$ cat config.mk
export PLATFORM = sky130hd
export DESIGN_NAME = double_ended_queue_top_flat
export DESIGN_NICKNAME = d
export VERILOG_FILES = /design/src/deq_pkg.sv /design/src/deq_if.sv /design/src/double_ended_queue_top.sv /design/src/deq_ring_mem.sv /design/src/deq_ptr.sv /design/src/flat_wrapper.sv
export SDC_FILE = /design/constraint.sdc
export NUM_CORES = 2
export LEC_CHECK = 0
export BUFFER_PORTS_ARGS = -buffer_cell sky130_fd_sc_hd__buf_2
export CAP_MARGIN = 20
export CELL_PAD_IN_SITES_DETAIL_PLACEMENT = 1
export CELL_PAD_IN_SITES_GLOBAL_PLACEMENT = 1
export CORE_MARGIN = 2
export CORE_UTILIZATION = 40
export DETAILED_ROUTE_END_ITERATION = 10
export PLACE_DENSITY = 0.62
export SYNTH_ARGS = -nofsm -noshare
export SYNTH_HDL_FRONTEND = slang
export SYNTH_SLANG_ARGS = --single-unit
export TNS_END_PERCENT = 10
$ cat constraint.sdc
create_clock -name clk -period 5.5 [get_ports clk]
set_clock_uncertainty 0.15 [all_clocks]
set_input_delay 0.55 -clock clk [delete_from_list [all_inputs] [get_ports clk]]
set_output_delay 0.55 -clock clk [all_outputs]
set_load 0.1 [all_outputs]
$ cat src/deq_pkg.sv
// ----------------------------------------------------------------------------
// deq_pkg
// Shared types and constants of the double-ended queue.
// ----------------------------------------------------------------------------
package deq_pkg;

  localparam int DEPTH_DEF = 64;
  localparam int MODE_W    = 2;
  localparam int DATA_W    = 32;
  localparam int STATUS_W  = 2;

  typedef enum logic [MODE_W-1:0] {
    MODE_PUSH_FRONT = 2'd0,
    MODE_PUSH_BACK  = 2'd1,
    MODE_POP_FRONT  = 2'd2,
    MODE_POP_BACK   = 2'd3
  } mode_t;

  typedef enum logic [STATUS_W-1:0] {
    STATUS_DONE  = 2'd0,
    STATUS_FULL  = 2'd1,
    STATUS_EMPTY = 2'd2
  } status_t;

  // Control decisions of the pointer logic for one operation.
  typedef struct packed {
    logic    wr_en;
    logic    rd_en;
    logic    pop_ok;
    status_t status;
  } op_ctrl_t;

endpackage

$ cat src/deq_if.sv
// ----------------------------------------------------------------------------
// deq_in_if / deq_out_if
// Valid/ready channels for operation beats and result beats.
// ----------------------------------------------------------------------------
interface deq_in_if;
  logic                                valid;
  logic                                ready;
  logic [deq_pkg::MODE_W-1:0]          mode;
  logic signed [deq_pkg::DATA_W-1:0]   push_value;

  modport source (output valid, output mode, output push_value, input ready);
  modport sink   (input valid, input mode, input push_value, output ready);
endinterface

interface deq_out_if #(
  parameter int OCC_W = 7
);
  logic                                valid;
  logic                                ready;
  logic signed [deq_pkg::DATA_W-1:0]   pop_value;
  logic [deq_pkg::STATUS_W-1:0]        status;
  logic [OCC_W-1:0]                    occupancy;

  modport source (output valid, output pop_value, output status, output occupancy,
                  input ready);
  modport sink   (input valid, input pop_value, input status, input occupancy,
                  output ready);
endinterface

$ cat src/double_ended_queue_top.sv
// ----------------------------------------------------------------------------
// double_ended_queue_top
// Double-ended queue of signed 32-bit values held in a ring memory.
// ----------------------------------------------------------------------------
// An accepted operation beat passes the ring read stage, then the output
// register, before its result beat is offered. Throughput: one operation per
// cycle unless the result channel stalls; the pointers update at acceptance
// and the single-port ring memory takes one write or one read per beat.
// Reset: synchronous active-low reset empties the queue (front index and count
// cleared); ring contents are not cleared and need no clearing pass.
module double_ended_queue_top #(
  parameter int DEPTH = deq_pkg::DEPTH_DEF,
  parameter int AW    = $clog2(DEPTH),
  parameter int CW    = $clog2(DEPTH + 1)
) (
  input  logic      clk,
  input  logic      rst_n,
  deq_in_if.sink    in_ch,
  deq_out_if.source out_ch
);

  deq_pkg::op_ctrl_t           ctrl;
  logic [AW-1:0]               slot;
  logic [CW-1:0]               occ_nxt;
  logic [deq_pkg::DATA_W-1:0]  rd_data;
  logic                        accept;
  logic                        s1_adv;
  logic                        out_free;

  // Stage 1: waits for the ring read data.
  logic                        s1_valid_r;
  logic                        s1_pop_ok_r;
  logic [deq_pkg::STATUS_W-1:0] s1_status_r;
  logic [CW-1:0]               s1_occ_r;

  // Output register.
  logic                        out_valid_r;
  logic [deq_pkg::DATA_W-1:0]  out_pop_value_r;
  logic [deq_pkg::STATUS_W-1:0] out_status_r;
  logic [CW-1:0]               out_occ_r;

  assign out_free     = !out_valid_r || out_ch.ready;
  assign s1_adv       = s1_valid_r && out_free;
  assign in_ch.ready  = !s1_valid_r || s1_adv;
  assign accept       = in_ch.valid && in_ch.ready;

  deq_ptr #(
    .DEPTH (DEPTH),
    .AW    (AW),
    .CW    (CW)
  ) u_ptr (
    .clk     (clk),
    .rst_n   (rst_n),
    .accept  (accept),
    .mode    (in_ch.mode),
    .ctrl    (ctrl),
    .slot    (slot),
    .occ_nxt (occ_nxt)
  );

  // The read register only loads on an accepted pop, so it holds while the
  // stage stalls.
  deq_ring_mem #(
    .DEPTH (DEPTH),
    .AW    (AW)
  ) u_mem (
    .clk     (clk),
    .wr_en   (accept && ctrl.wr_en),
    .rd_en   (accept && ctrl.rd_en),
    .addr    (slot),
    .wr_data (in_ch.push_value),
    .rd_data (rd_data)
  );

  always_ff @(posedge clk) begin
    if (!rst_n) begin
      s1_valid_r <= 1'b0;
    end else if (accept) begin
      s1_valid_r <= 1'b1;
    end else if (s1_adv) begin
      s1_valid_r <= 1'b0;
    end
  end

  always_ff @(posedge clk) begin
    if (accept) begin
      s1_pop_ok_r <= ctrl.pop_ok;
      s1_status_r <= ctrl.status;
      s1_occ_r    <= occ_nxt;
    end
  end

  always_ff @(posedge clk) begin
    if (!rst_n) begin
      out_valid_r <= 1'b0;
    end else if (s1_adv) begin
      out_valid_r <= 1'b1;
    end else if (out_ch.ready) begin
      out_valid_r <= 1'b0;
    end
  end

  always_ff @(posedge clk) begin
    if (s1_adv) begin
      out_pop_value_r <= s1_pop_ok_r ? rd_data : '0;
      out_status_r    <= s1_status_r;
      out_occ_r       <= s1_occ_r;
    end
  end

  assign out_ch.valid     = out_valid_r;
  assign out_ch.pop_value = out_pop_value_r;
  assign out_ch.status    = out_status_r;
  assign out_ch.occupancy = out_occ_r;

  a_refused_zero: assert property (@(posedge clk) disable iff (!rst_n)
    (out_valid_r && out_status_r != deq_pkg::STATUS_DONE) |-> (out_pop_value_r == '0))
    else $error("refused operation returned a nonzero value");

  a_full_occ: assert property (@(posedge clk) disable iff (!rst_n)
    (out_valid_r && out_status_r == deq_pkg::STATUS_FULL) |-> (out_occ_r == CW'(DEPTH)))
    else $error("full status with queue not full");

  a_empty_occ: assert property (@(posedge clk) disable iff (!rst_n)
    (out_valid_r && out_status_r == deq_pkg::STATUS_EMPTY) |-> (out_occ_r == '0))
    else $error("empty status with queue not empty");

  a_stall_cause: assert property (@(posedge clk) disable iff (!rst_n)
    !in_ch.ready |-> (s1_valid_r && out_valid_r && !out_ch.ready))
    else $error("input stalled while the pipeline can move");

endmodule

$ cat src/deq_ring_mem.sv
// ----------------------------------------------------------------------------
// deq_ring_mem
// Single-port synchronous ring storage with a registered read.
// ----------------------------------------------------------------------------
module deq_ring_mem #(
  parameter int DEPTH = deq_pkg::DEPTH_DEF,
  parameter int AW    = $clog2(DEPTH)
) (
  input  logic                        clk,
  input  logic                        wr_en,
  input  logic                        rd_en,
  input  logic [AW-1:0]               addr,
  input  logic [deq_pkg::DATA_W-1:0]  wr_data,
  output logic [deq_pkg::DATA_W-1:0]  rd_data
);

  logic [deq_pkg::DATA_W-1:0] mem [DEPTH];
  logic [deq_pkg::DATA_W-1:0] rd_data_r;

  always_ff @(posedge clk) begin
    if (wr_en) begin
      mem[addr] <= wr_data;
    end
    if (rd_en) begin
      rd_data_r <= mem[addr];
    end
  end

  assign rd_data = rd_data_r;

endmodule

$ cat src/deq_ptr.sv
// ----------------------------------------------------------------------------
// deq_ptr
// Front index and entry count; picks the ring slot and status of each beat.
// ----------------------------------------------------------------------------
module deq_ptr #(
  parameter int DEPTH = deq_pkg::DEPTH_DEF,
  parameter int AW    = $clog2(DEPTH),
  parameter int CW    = $clog2(DEPTH + 1)
) (
  input  logic                        clk,
  input  logic                        rst_n,
  input  logic                        accept,
  input  logic [deq_pkg::MODE_W-1:0]  mode,
  output deq_pkg::op_ctrl_t           ctrl,
  output logic [AW-1:0]               slot,
  output logic [CW-1:0]               occ_nxt
);

  localparam int SW = AW + 1;

  logic [AW-1:0] front_r, front_nxt;
  logic [CW-1:0] count_r, count_nxt;
  logic          full, empty;
  logic [AW-1:0] front_dec, front_inc;

  function automatic logic [AW-1:0] ring_add(input logic [AW-1:0] base,
                                             input logic [CW-1:0] offset);
    logic [SW-1:0] sum;
    sum = SW'(base) + SW'(offset);
    if (sum >= SW'(DEPTH)) begin
      sum = sum - SW'(DEPTH);
    end
    return sum[AW-1:0];
  endfunction

  assign full      = (count_r == CW'(DEPTH));
  assign empty     = (count_r == '0);
  assign front_dec = (front_r == '0) ? AW'(DEPTH - 1) : front_r - AW'(1);
  assign front_inc = (front_r == AW'(DEPTH - 1)) ? '0 : front_r + AW'(1);

  always_comb begin
    front_nxt   = front_r;
    count_nxt   = count_r;
    slot        = front_r;
    ctrl        = '0;
    ctrl.status = deq_pkg::STATUS_DONE;
    unique case (deq_pkg::mode_t'(mode))
      deq_pkg::MODE_PUSH_FRONT: begin
        if (full) begin
          ctrl.status = deq_pkg::STATUS_FULL;
        end else begin
          slot       = front_dec;
          front_nxt  = front_dec;
          ctrl.wr_en = 1'b1;
          count_nxt  = count_r + CW'(1);
        end
      end
      deq_pkg::MODE_PUSH_BACK: begin
        if (full) begin
          ctrl.status = deq_pkg::STATUS_FULL;
        end else begin
          slot       = ring_add(front_r, count_r);
          ctrl.wr_en = 1'b1;
          count_nxt  = count_r + CW'(1);
        end
      end
      deq_pkg::MODE_POP_FRONT: begin
        if (empty) begin
          ctrl.status = deq_pkg::STATUS_EMPTY;
        end else begin
          slot        = front_r;
          front_nxt   = front_inc;
          ctrl.rd_en  = 1'b1;
          ctrl.pop_ok = 1'b1;
          count_nxt   = count_r - CW'(1);
        end
      end
      deq_pkg::MODE_POP_BACK: begin
        if (empty) begin
          ctrl.status = deq_pkg::STATUS_EMPTY;
        end else begin
          slot        = ring_add(front_r, count_r - CW'(1));
          ctrl.rd_en  = 1'b1;
          ctrl.pop_ok = 1'b1;
          count_nxt   = count_r - CW'(1);
        end
      end
      default: begin
        ctrl.status = deq_pkg::STATUS_DONE;
      end
    endcase
  end

  assign occ_nxt = count_nxt;

  always_ff @(posedge clk) begin
    if (!rst_n) begin
      front_r <= '0;
      count_r <= '0;
    end else if (accept) begin
      front_r <= front_nxt;
      count_r <= count_nxt;
    end
  end

endmodule
$ cat src/flat_wrapper.sv
// flat-port wrapper written by rule: the top's interface ports become plain ports
module double_ended_queue_top_flat 
#(
  parameter int DEPTH = deq_pkg::DEPTH_DEF,
  parameter int AW    = $clog2(DEPTH),
  parameter int CW    = $clog2(DEPTH + 1)
)
  (clk, rst_n, in_ch_valid, in_ch_mode, in_ch_push_value, in_ch_ready, out_ch_valid, out_ch_pop_value, out_ch_status, out_ch_occupancy, out_ch_ready);
  deq_in_if in_ch_i ();
  deq_out_if out_ch_i ();
  input  logic clk;
  input  logic rst_n;
  input wire logic [$bits(in_ch_i.valid)-1:0] in_ch_valid;
  input wire logic [$bits(in_ch_i.mode)-1:0] in_ch_mode;
  input wire logic [$bits(in_ch_i.push_value)-1:0] in_ch_push_value;
  output wire logic [$bits(in_ch_i.ready)-1:0] in_ch_ready;
  output wire logic [$bits(out_ch_i.valid)-1:0] out_ch_valid;
  output wire logic [$bits(out_ch_i.pop_value)-1:0] out_ch_pop_value;
  output wire logic [$bits(out_ch_i.status)-1:0] out_ch_status;
  output wire logic [$bits(out_ch_i.occupancy)-1:0] out_ch_occupancy;
  input wire logic [$bits(out_ch_i.ready)-1:0] out_ch_ready;
  assign in_ch_i.valid = in_ch_valid;
  assign in_ch_i.mode = in_ch_mode;
  assign in_ch_i.push_value = in_ch_push_value;
  assign in_ch_ready = in_ch_i.ready;
  assign out_ch_valid = out_ch_i.valid;
  assign out_ch_pop_value = out_ch_i.pop_value;
  assign out_ch_status = out_ch_i.status;
  assign out_ch_occupancy = out_ch_i.occupancy;
  assign out_ch_i.ready = out_ch_ready;
  double_ended_queue_top #(.DEPTH(DEPTH), .AW(AW), .CW(CW)) u_core (.clk(clk), .rst_n(rst_n), .in_ch(in_ch_i), .out_ch(out_ch_i));
endmodule
After elaboration in Yosys (flattened, before gate mapping):

Memories as Yosys holds them, arrays and structs flattened. A register that Yosys moved wholly into a read port is not among the register bits.
Index checks and enable logic that the tools add are counted.

* memories kept: 1
* memory bits (writable): 2048
* flip-flop bits (word level): 66
* bits in latches: 0
* bits in read-only memories: 0

* order comparisons: 2
* shift operators: 0
* $add $sub $neg: 8
* equality and inequality tests: 6
* reductions and logical operators: 17
* multiplexer cells: 26
* bitwise logic cells: 0
* divide/modulo/power cells: 0
* multiply operators: 0

Memories
* u_core.u_mem.mem: words 64, width 32, rd ports 1, clocked after Yosys merged registers in 1, wr ports 1, line deq_ring_mem.sv:17 `logic [deq_pkg::DATA_W-1:0] mem [DEPTH];`

Operators by type and width (count)
* two-way mux 6 bit: 8
* case mux 6 bit (4 select lines): 1
* subtractor 6 x 1 -> 6 bit (second input constant): 3
* adder 6 x 7 -> 7 bit: 2
* >= comparator 7 bit (second input constant): 2
* two-way mux 7 bit: 2
* case mux 7 bit (2 select lines): 1
* case mux 6 bit (2 select lines): 1
* two-way mux 1 bit: 9
* adder 7 x 1 -> 7 bit (second input constant): 1
* equality test 7 bit (second input constant): 1
* logical NOT 7 bit: 1
* subtractor 7 x 1 -> 7 bit (second input constant): 1
* adder 6 x 1 -> 6 bit (second input constant): 1
* equality test 6 bit (second input constant): 1
* logical NOT 6 bit: 1
* two-way mux 2 bit: 3
* nonzero test 2 bit: 3
* equality test 2 bit (second input constant): 2
* logical AND 1 bit: 4
* case mux 2 bit (2 select lines): 1
* OR reduction 2 bit: 2
* AND reduction 3 bit: 1
* equality test 2 x 1 -> 1 bit (second input constant): 1
* 4 further kinds: 6

Depth between registers and ports, before layout:

* word-level depth: 8
* depth in mapped cells: 18
* depth with buffers taken out: 14

By module:

Synthesis repeated with hierarchy kept, for this count alone.

* cells, all modules: 4598
* area, all modules: 82953.3 µm²

By module, submodules not included
* deq_ring_mem: instances 1, area an instance 79248.5 µm², sequential area each 62459.9 µm², cells an instance 4239
* double_ended_queue_top: instances 1, area an instance 1856.8 µm², sequential area each 1571.5 µm², cells an instance 97
* deq_ptr: instances 1, area an instance 1848.0 µm², sequential area each 260.2 µm², cells an instance 262

Least setup slack after synthesis:

No wires, ideal clock.

* kind: reg2reg
* from: register u_core.u_ptr.count_r[1]
* to: memory u_core.u_mem.mem[46][0] in the netlist's numbering, enable pin
* data arrival time: 4636 ps
* stages on the path, launching flop included: 15
* clock period less this slack: 5207 ps
* library setup time: 421 ps
* path slack: 293 ps
* required time: 4929 ps
* path through: dfxtp_1 > clkbuf_1 > inv_1 > ha_1 > clkbuf_1 > nand3_1 > clkbuf_1 > a41oi_1 > nand2_1 > buf_2 > buf_2 > clkbuf_1 > clkbuf_1 > nand3_1 > nor2_1

* word-level cells in the longest chain between the ends: 6
* elaborated cells between the ends (all ways): 20

RTL lines
* start: declaration: line deq_ptr.sv:22 `logic [CW-1:0] count_r, count_nxt;`
* start signal: assignment: line deq_ptr.sv:102 `count_r <= count_nxt;`
* subtractor 7 x 1 -> 7 bit or equality test 7 bit (tied branches): line deq_ptr.sv:82, deq_ptr.sv:36
* adder 6 x 7 -> 7 bit or two-way mux 1 bit (tied branches): line deq_ptr.sv:29, deq_ptr.sv:49, deq_ptr.sv:59
* subtractor 6 x 1 -> 6 bit (tied with other cells): line deq_ptr.sv:31 `sum = sum - SW'(DEPTH);`
* two-way mux 6 bit or logical AND 1 bit (tied branches): line deq_ptr.sv:30, double_ended_queue_top.sv:68
* two-way mux 6 bit or two-way mux 1 bit (tied branches): line deq_ptr.sv:79, deq_ring_mem.sv:21
* case mux 6 bit (4 select lines) or two-way mux 1 bit (tied branches): line deq_ptr.sv:47, deq_ring_mem.sv:22
* end: declaration: line deq_ring_mem.sv:17

Several ways; a longest one is shown, not always the timed one.

Worst setup path after layout:

* from: register u_core.u_ptr.count_r[0]
* to: register u_core.u_mem.rd_data_r, in the netlist u_core.u_mem.rd_data[16] (read register of u_core.u_mem.mem), data pin

* word-level cells in the longest chain between the ends: 6
* elaborated cells between the ends (all ways): 18

RTL lines
* subtractor 7 x 1 -> 7 bit: line deq_ptr.sv:82 `slot = ring_add(front_r, count_r - CW'(1));`
* adder 6 x 7 -> 7 bit: line deq_ptr.sv:29 `sum = SW'(base) + SW'(offset);`
* subtractor 6 x 1 -> 6 bit or >= comparator 7 bit (tied branches): line deq_ptr.sv:31, deq_ptr.sv:30
* two-way mux 6 bit: line deq_ptr.sv:30 `if (sum >= SW'(DEPTH)) begin`
* two-way mux 6 bit: line deq_ptr.sv:79 `if (empty) begin`
* case mux 6 bit (4 select lines): line deq_ptr.sv:47 `unique case (deq_pkg::mode_t'(mode))`
* end: declaration: line deq_ring_mem.sv:18 `logic [deq_pkg::DATA_W-1:0] rd_data_r;`

Several ways; a longest one is shown, not always the timed one.
A chain may end at the register's enable or synchronous reset.

==> results.sh <==
export IMPL_post_synth_cell_area_avg_sq_um=13.4
export IMPL_layout_common_cells="2131 x edfxtp_1, 1683 x nand2_1, 722 x nand3_1"
export IMPL_rows=168
export IMPL_synth_flop_cell="edfxtp_1"
export IMPL_cap_violations=0
export IMPL_vias_per_cell=5.69
export IMPL_final_net_count=6635
export IMPL_netlist_area_sq_mm=0.0841
export IMPL_track_usage_pct=24.8
export IMPL_setup_viol=0
export IMPL_yosysWarnings=0
export IMPL_dieArea_sq_mm=0.214
export IMPL_hold_violations=0
export IMPL_yosys_top_cells_area="edfxtp_1 76%, nand2_1 7.5%, nand3_1 4.3%, nor2_1 1.3%, clkbuf_1 1.1%"
export IMPL_synth_cell_types=65
export IMPL_ys_ff_latch=2146
export IMPL_post_route_period_util_pct=96.2
export IMPL_grt_first_pass_wirelength_um=391000
export IMPL_path_clk_slew_ps=60
export IMPL_max_freq_mhz=189
export IMPL_cts_resized_gates=0
export IMPL_gp_congestion=0.831
export IMPL_relSlewSlack_pct=16.8
export IMPL_hp_class="in -> reg"
export IMPL_die_y_um=463
export IMPL_io_pins=81
export IMPL_syn_inst=6278
export IMPL_drv_slew=0
export IMPL_synth_fp_nets=6334
export IMPL_grt_max_degree=159
export IMPL_required_ps=6090
export IMPL_critPathKind="reg -> reg"
export IMPL_crit_slowest_cell="nor4_1"
export IMPL_yosysSeqAreaShare_pct=76.5
export IMPL_final_common_cell="edfxtp_1"
export IMPL_post_place_ws_ps=261
export IMPL_fin_ws_ps=208
export IMPL_start_util_pct=40.2
export IMPL_numCtsBuffers=222
export IMPL_vdd_ir_drop_max_v=0.000362
export IMPL_drtPass1Iterations=7
export IMPL_route_detailed_drc=0
export IMPL_synth_adder_area_share_pct=0.286
export IMPL_arrival_ps=5880
export IMPL_cts_tree="done"
export IMPL_outcome="complete, no violations"
export IMPL_setup_tns_ps=0
export IMPL_htreeDepth=4
export IMPL_first_global_vias=55800
export IMPL_cts_hold_buf=4
export IMPL_synth_top_cell_area_share_pct=76.1
export IMPL_path_cells="inv_1 -> ha_1 -> and3b_1 -> a221o_1 -> a2111oi_4 -> buf_4 -> and2_4 -> buf_12 -> buf_12 -> buf_4 -> nand2_1 -> a31oi_1 -> o21ai_0 -> nor4_1 -> or4_1"
export IMPL_synth_top_family_by_area="simple AND/OR/NAND/NOR gates"
export IMPL_fin_crit_ps=5290
export IMPL_synth_top_area_cell="edfxtp_1"
export IMPL_cts_setup_buffers=0
export IMPL_worstSetupStartpointType="flop"
export IMPL_dieWidth_um=463
export IMPL_grt_overflow_total=0
export IMPL_drive_above_1_share_pct=12.7
export IMPL_drtAntennaViolNets=0
export IMPL_num_vias=54600
export IMPL_synth_compound_area_share_pct=4.15
export IMPL_synth_simple_area_share_pct=16.0
export IMPL_synth_edf_count=2131
export IMPL_drt_iter0_drc=5524
export IMPL_cp_end_kind="flop"
export IMPL_cellPowerDensity_mw_per_mm2=431
export IMPL_synthMuxAreaShare_pct=0.869
export IMPL_max_stage_delay_ps=980
export IMPL_hold_worst_slack_ps=62.2
export IMPL_tightestPinTransition_ps=1240
export IMPL_cts_sinks=2146
export IMPL_io_buffers=80
export IMPL_path_buf_inv=5
export IMPL_cts_buffer_depth=3
export IMPL_yosys_area_share_xor_xnor_pct=0.125
export IMPL_dp_hpwl_um=155000
export IMPL_layout_cells_non_filler=9590
export IMPL_crit_family="simple AND/OR/NAND/NOR gates"
export IMPL_wl_per_cell_um=28.0
export IMPL_leakagePower_nw=33.2
export IMPL_antenna_found_initial=34
export IMPL_clk_latency_ps=880
export IMPL_dp_cells=9148
export IMPL_routed_wl_um=269000
export IMPL_rsz0062_at_grt="false"
export IMPL_core_area_sq_mm=0.209
export IMPL_area_growth_pct=16.8
export IMPL_path_max_fanout=28
export IMPL_cts_root_buffer="clkbuf_16"
export IMPL_synth_async_reset_ratio_pct=0
==> path summary, 6_finish.rpt <==
kind | startpoint | to | cells past startpoint | slack (ps)
max reg2reg | u_core.u_ptr.count_r[0]$_SDFFE_PN0P_ | u_core.u_mem.rd_data[16]$_DFFE_PP_ | 15 | 210
min | rst_n | u_core.s1_valid_r$_SDFFE_PN0P_ | 3 | 60
max | u_core.u_ptr.count_r[0]$_SDFFE_PN0P_ | u_core.u_mem.rd_data[16]$_DFFE_PP_ | 15 | 210
min reg2reg | u_core.s1_status_r[0]$_SDFFCE_PN0P_ | u_core.out_ch.status[0]$_DFFE_PP_ | 0 | 270
==> synthesized netlist by cell type, types with 2 or more instances <==
| library cell | count |
|---|---|
| a41oi_1 | 2 |
| or4_1 | 35 |
| buf_4 | 10 |
| or3_1 | 6 |
| a211oi_1 | 67 |
| buf_6 | 7 |
| dfxtp_1 | 15 |
| o211ai_1 | 5 |
| xnor2_1 | 6 |
| a21oi_1 | 82 |
| edfxtp_1 | 2131 |
| nand2_1 | 1691 |
| a21o_1 | 4 |
| nand4_1 | 132 |
| or2_2 | 3 |
| nor3_1 | 10 |
| buf_2 | 116 |
| and2_1 | 39 |
| inv_1 | 15 |
| a32oi_1 | 72 |
| and4_1 | 2 |
| a22o_1 | 2 |
| nor3_2 | 3 |
| o21ai_0 | 142 |
| fa_1 | 2 |
| a311oi_1 | 4 |
| o21a_1 | 2 |
| nor2_1 | 292 |
| ha_1 | 16 |
| o22ai_1 | 63 |
| and3_1 | 63 |
| xor2_1 | 6 |
| o311ai_0 | 2 |
| o221ai_1 | 3 |
| a32o_1 | 5 |
| a31oi_1 | 67 |
| nand3_1 | 723 |
| nor4_1 | 65 |
| mux2i_1 | 73 |
| buf_1 | 21 |
| o21ba_2 | 3 |
| o22a_1 | 2 |
| nor2b_1 | 4 |
| a221oi_1 | 2 |
| clkbuf_1 | 243 |
==> area by class of cell <==
type	instances	area, sq um
fill	21000	111000
timing repair buffer	474	4630
multi-input combinational	3719	18600
clock buffer	286	5860
sequential	2146	64300
tap	2805	3510
antenna	14	35.0
clock inverter	130	1180
inverter	16	60.1
==> per-layer routing <==
metal	global-route usage [%]	vias to the layer above	wire length [um]
li1	-	23800	-
met1	34.3	28700	117000
met2	40.7	1639	130000
met3	3.36	348	15300
met4	7.33	0	7000
met5	0	-	0
==> state kept, by name, summed over array words and instances, names as in the netlist, 2 cells and up <==
name and cells:
u_core.u_mem.rd_data 32, u_core.out_ch.pop_value 32, u_core.s1_occ_r 7, u_core.out_ch.occupancy 7
u_core.u_ptr.front_r 6, u_core.out_ch.status 2, u_core.u_ptr.count_r 7, u_core.s1_status_r 2
u_core.u_mem.mem 2048
==> stage by stage <==
stage	instance area, sq um	power, W	utilization [%]
6_report	98200	0.0423	46.9
5_1_grt	98200	0.0438	46.9
4_1_cts	98000	0.0425	46.8
3_5_place_dp	91000	0.0278	43.4
3_3_place_gp	90900	0.0277	43.4
2_1_floorplan	84100	0.0236	-
==> worst min-delay path, cell delays in order <==
cell	delay (ps)
buf_2	70
inv_1	230
nor2_1	170
==> cell families after synthesis <==
group / after synthesis
DFF: 2146
and+or+nand+nor: 3077
AOI/OAI and AO/OA: 539
xor gates and xnor gates: 12
adders and majority gates: 18
muxes: 73
buffers and inverters: 413
==> power by group <==
group | internal [W] | switching [W] | total [W]
logic | 0.00269 | 0.00639 | 0.00908
clock network | 0.00827 | 0.00647 | 0.0147
registers | 0.0183 | 0.000131 | 0.0185
(Power assumes the default switching activity.)
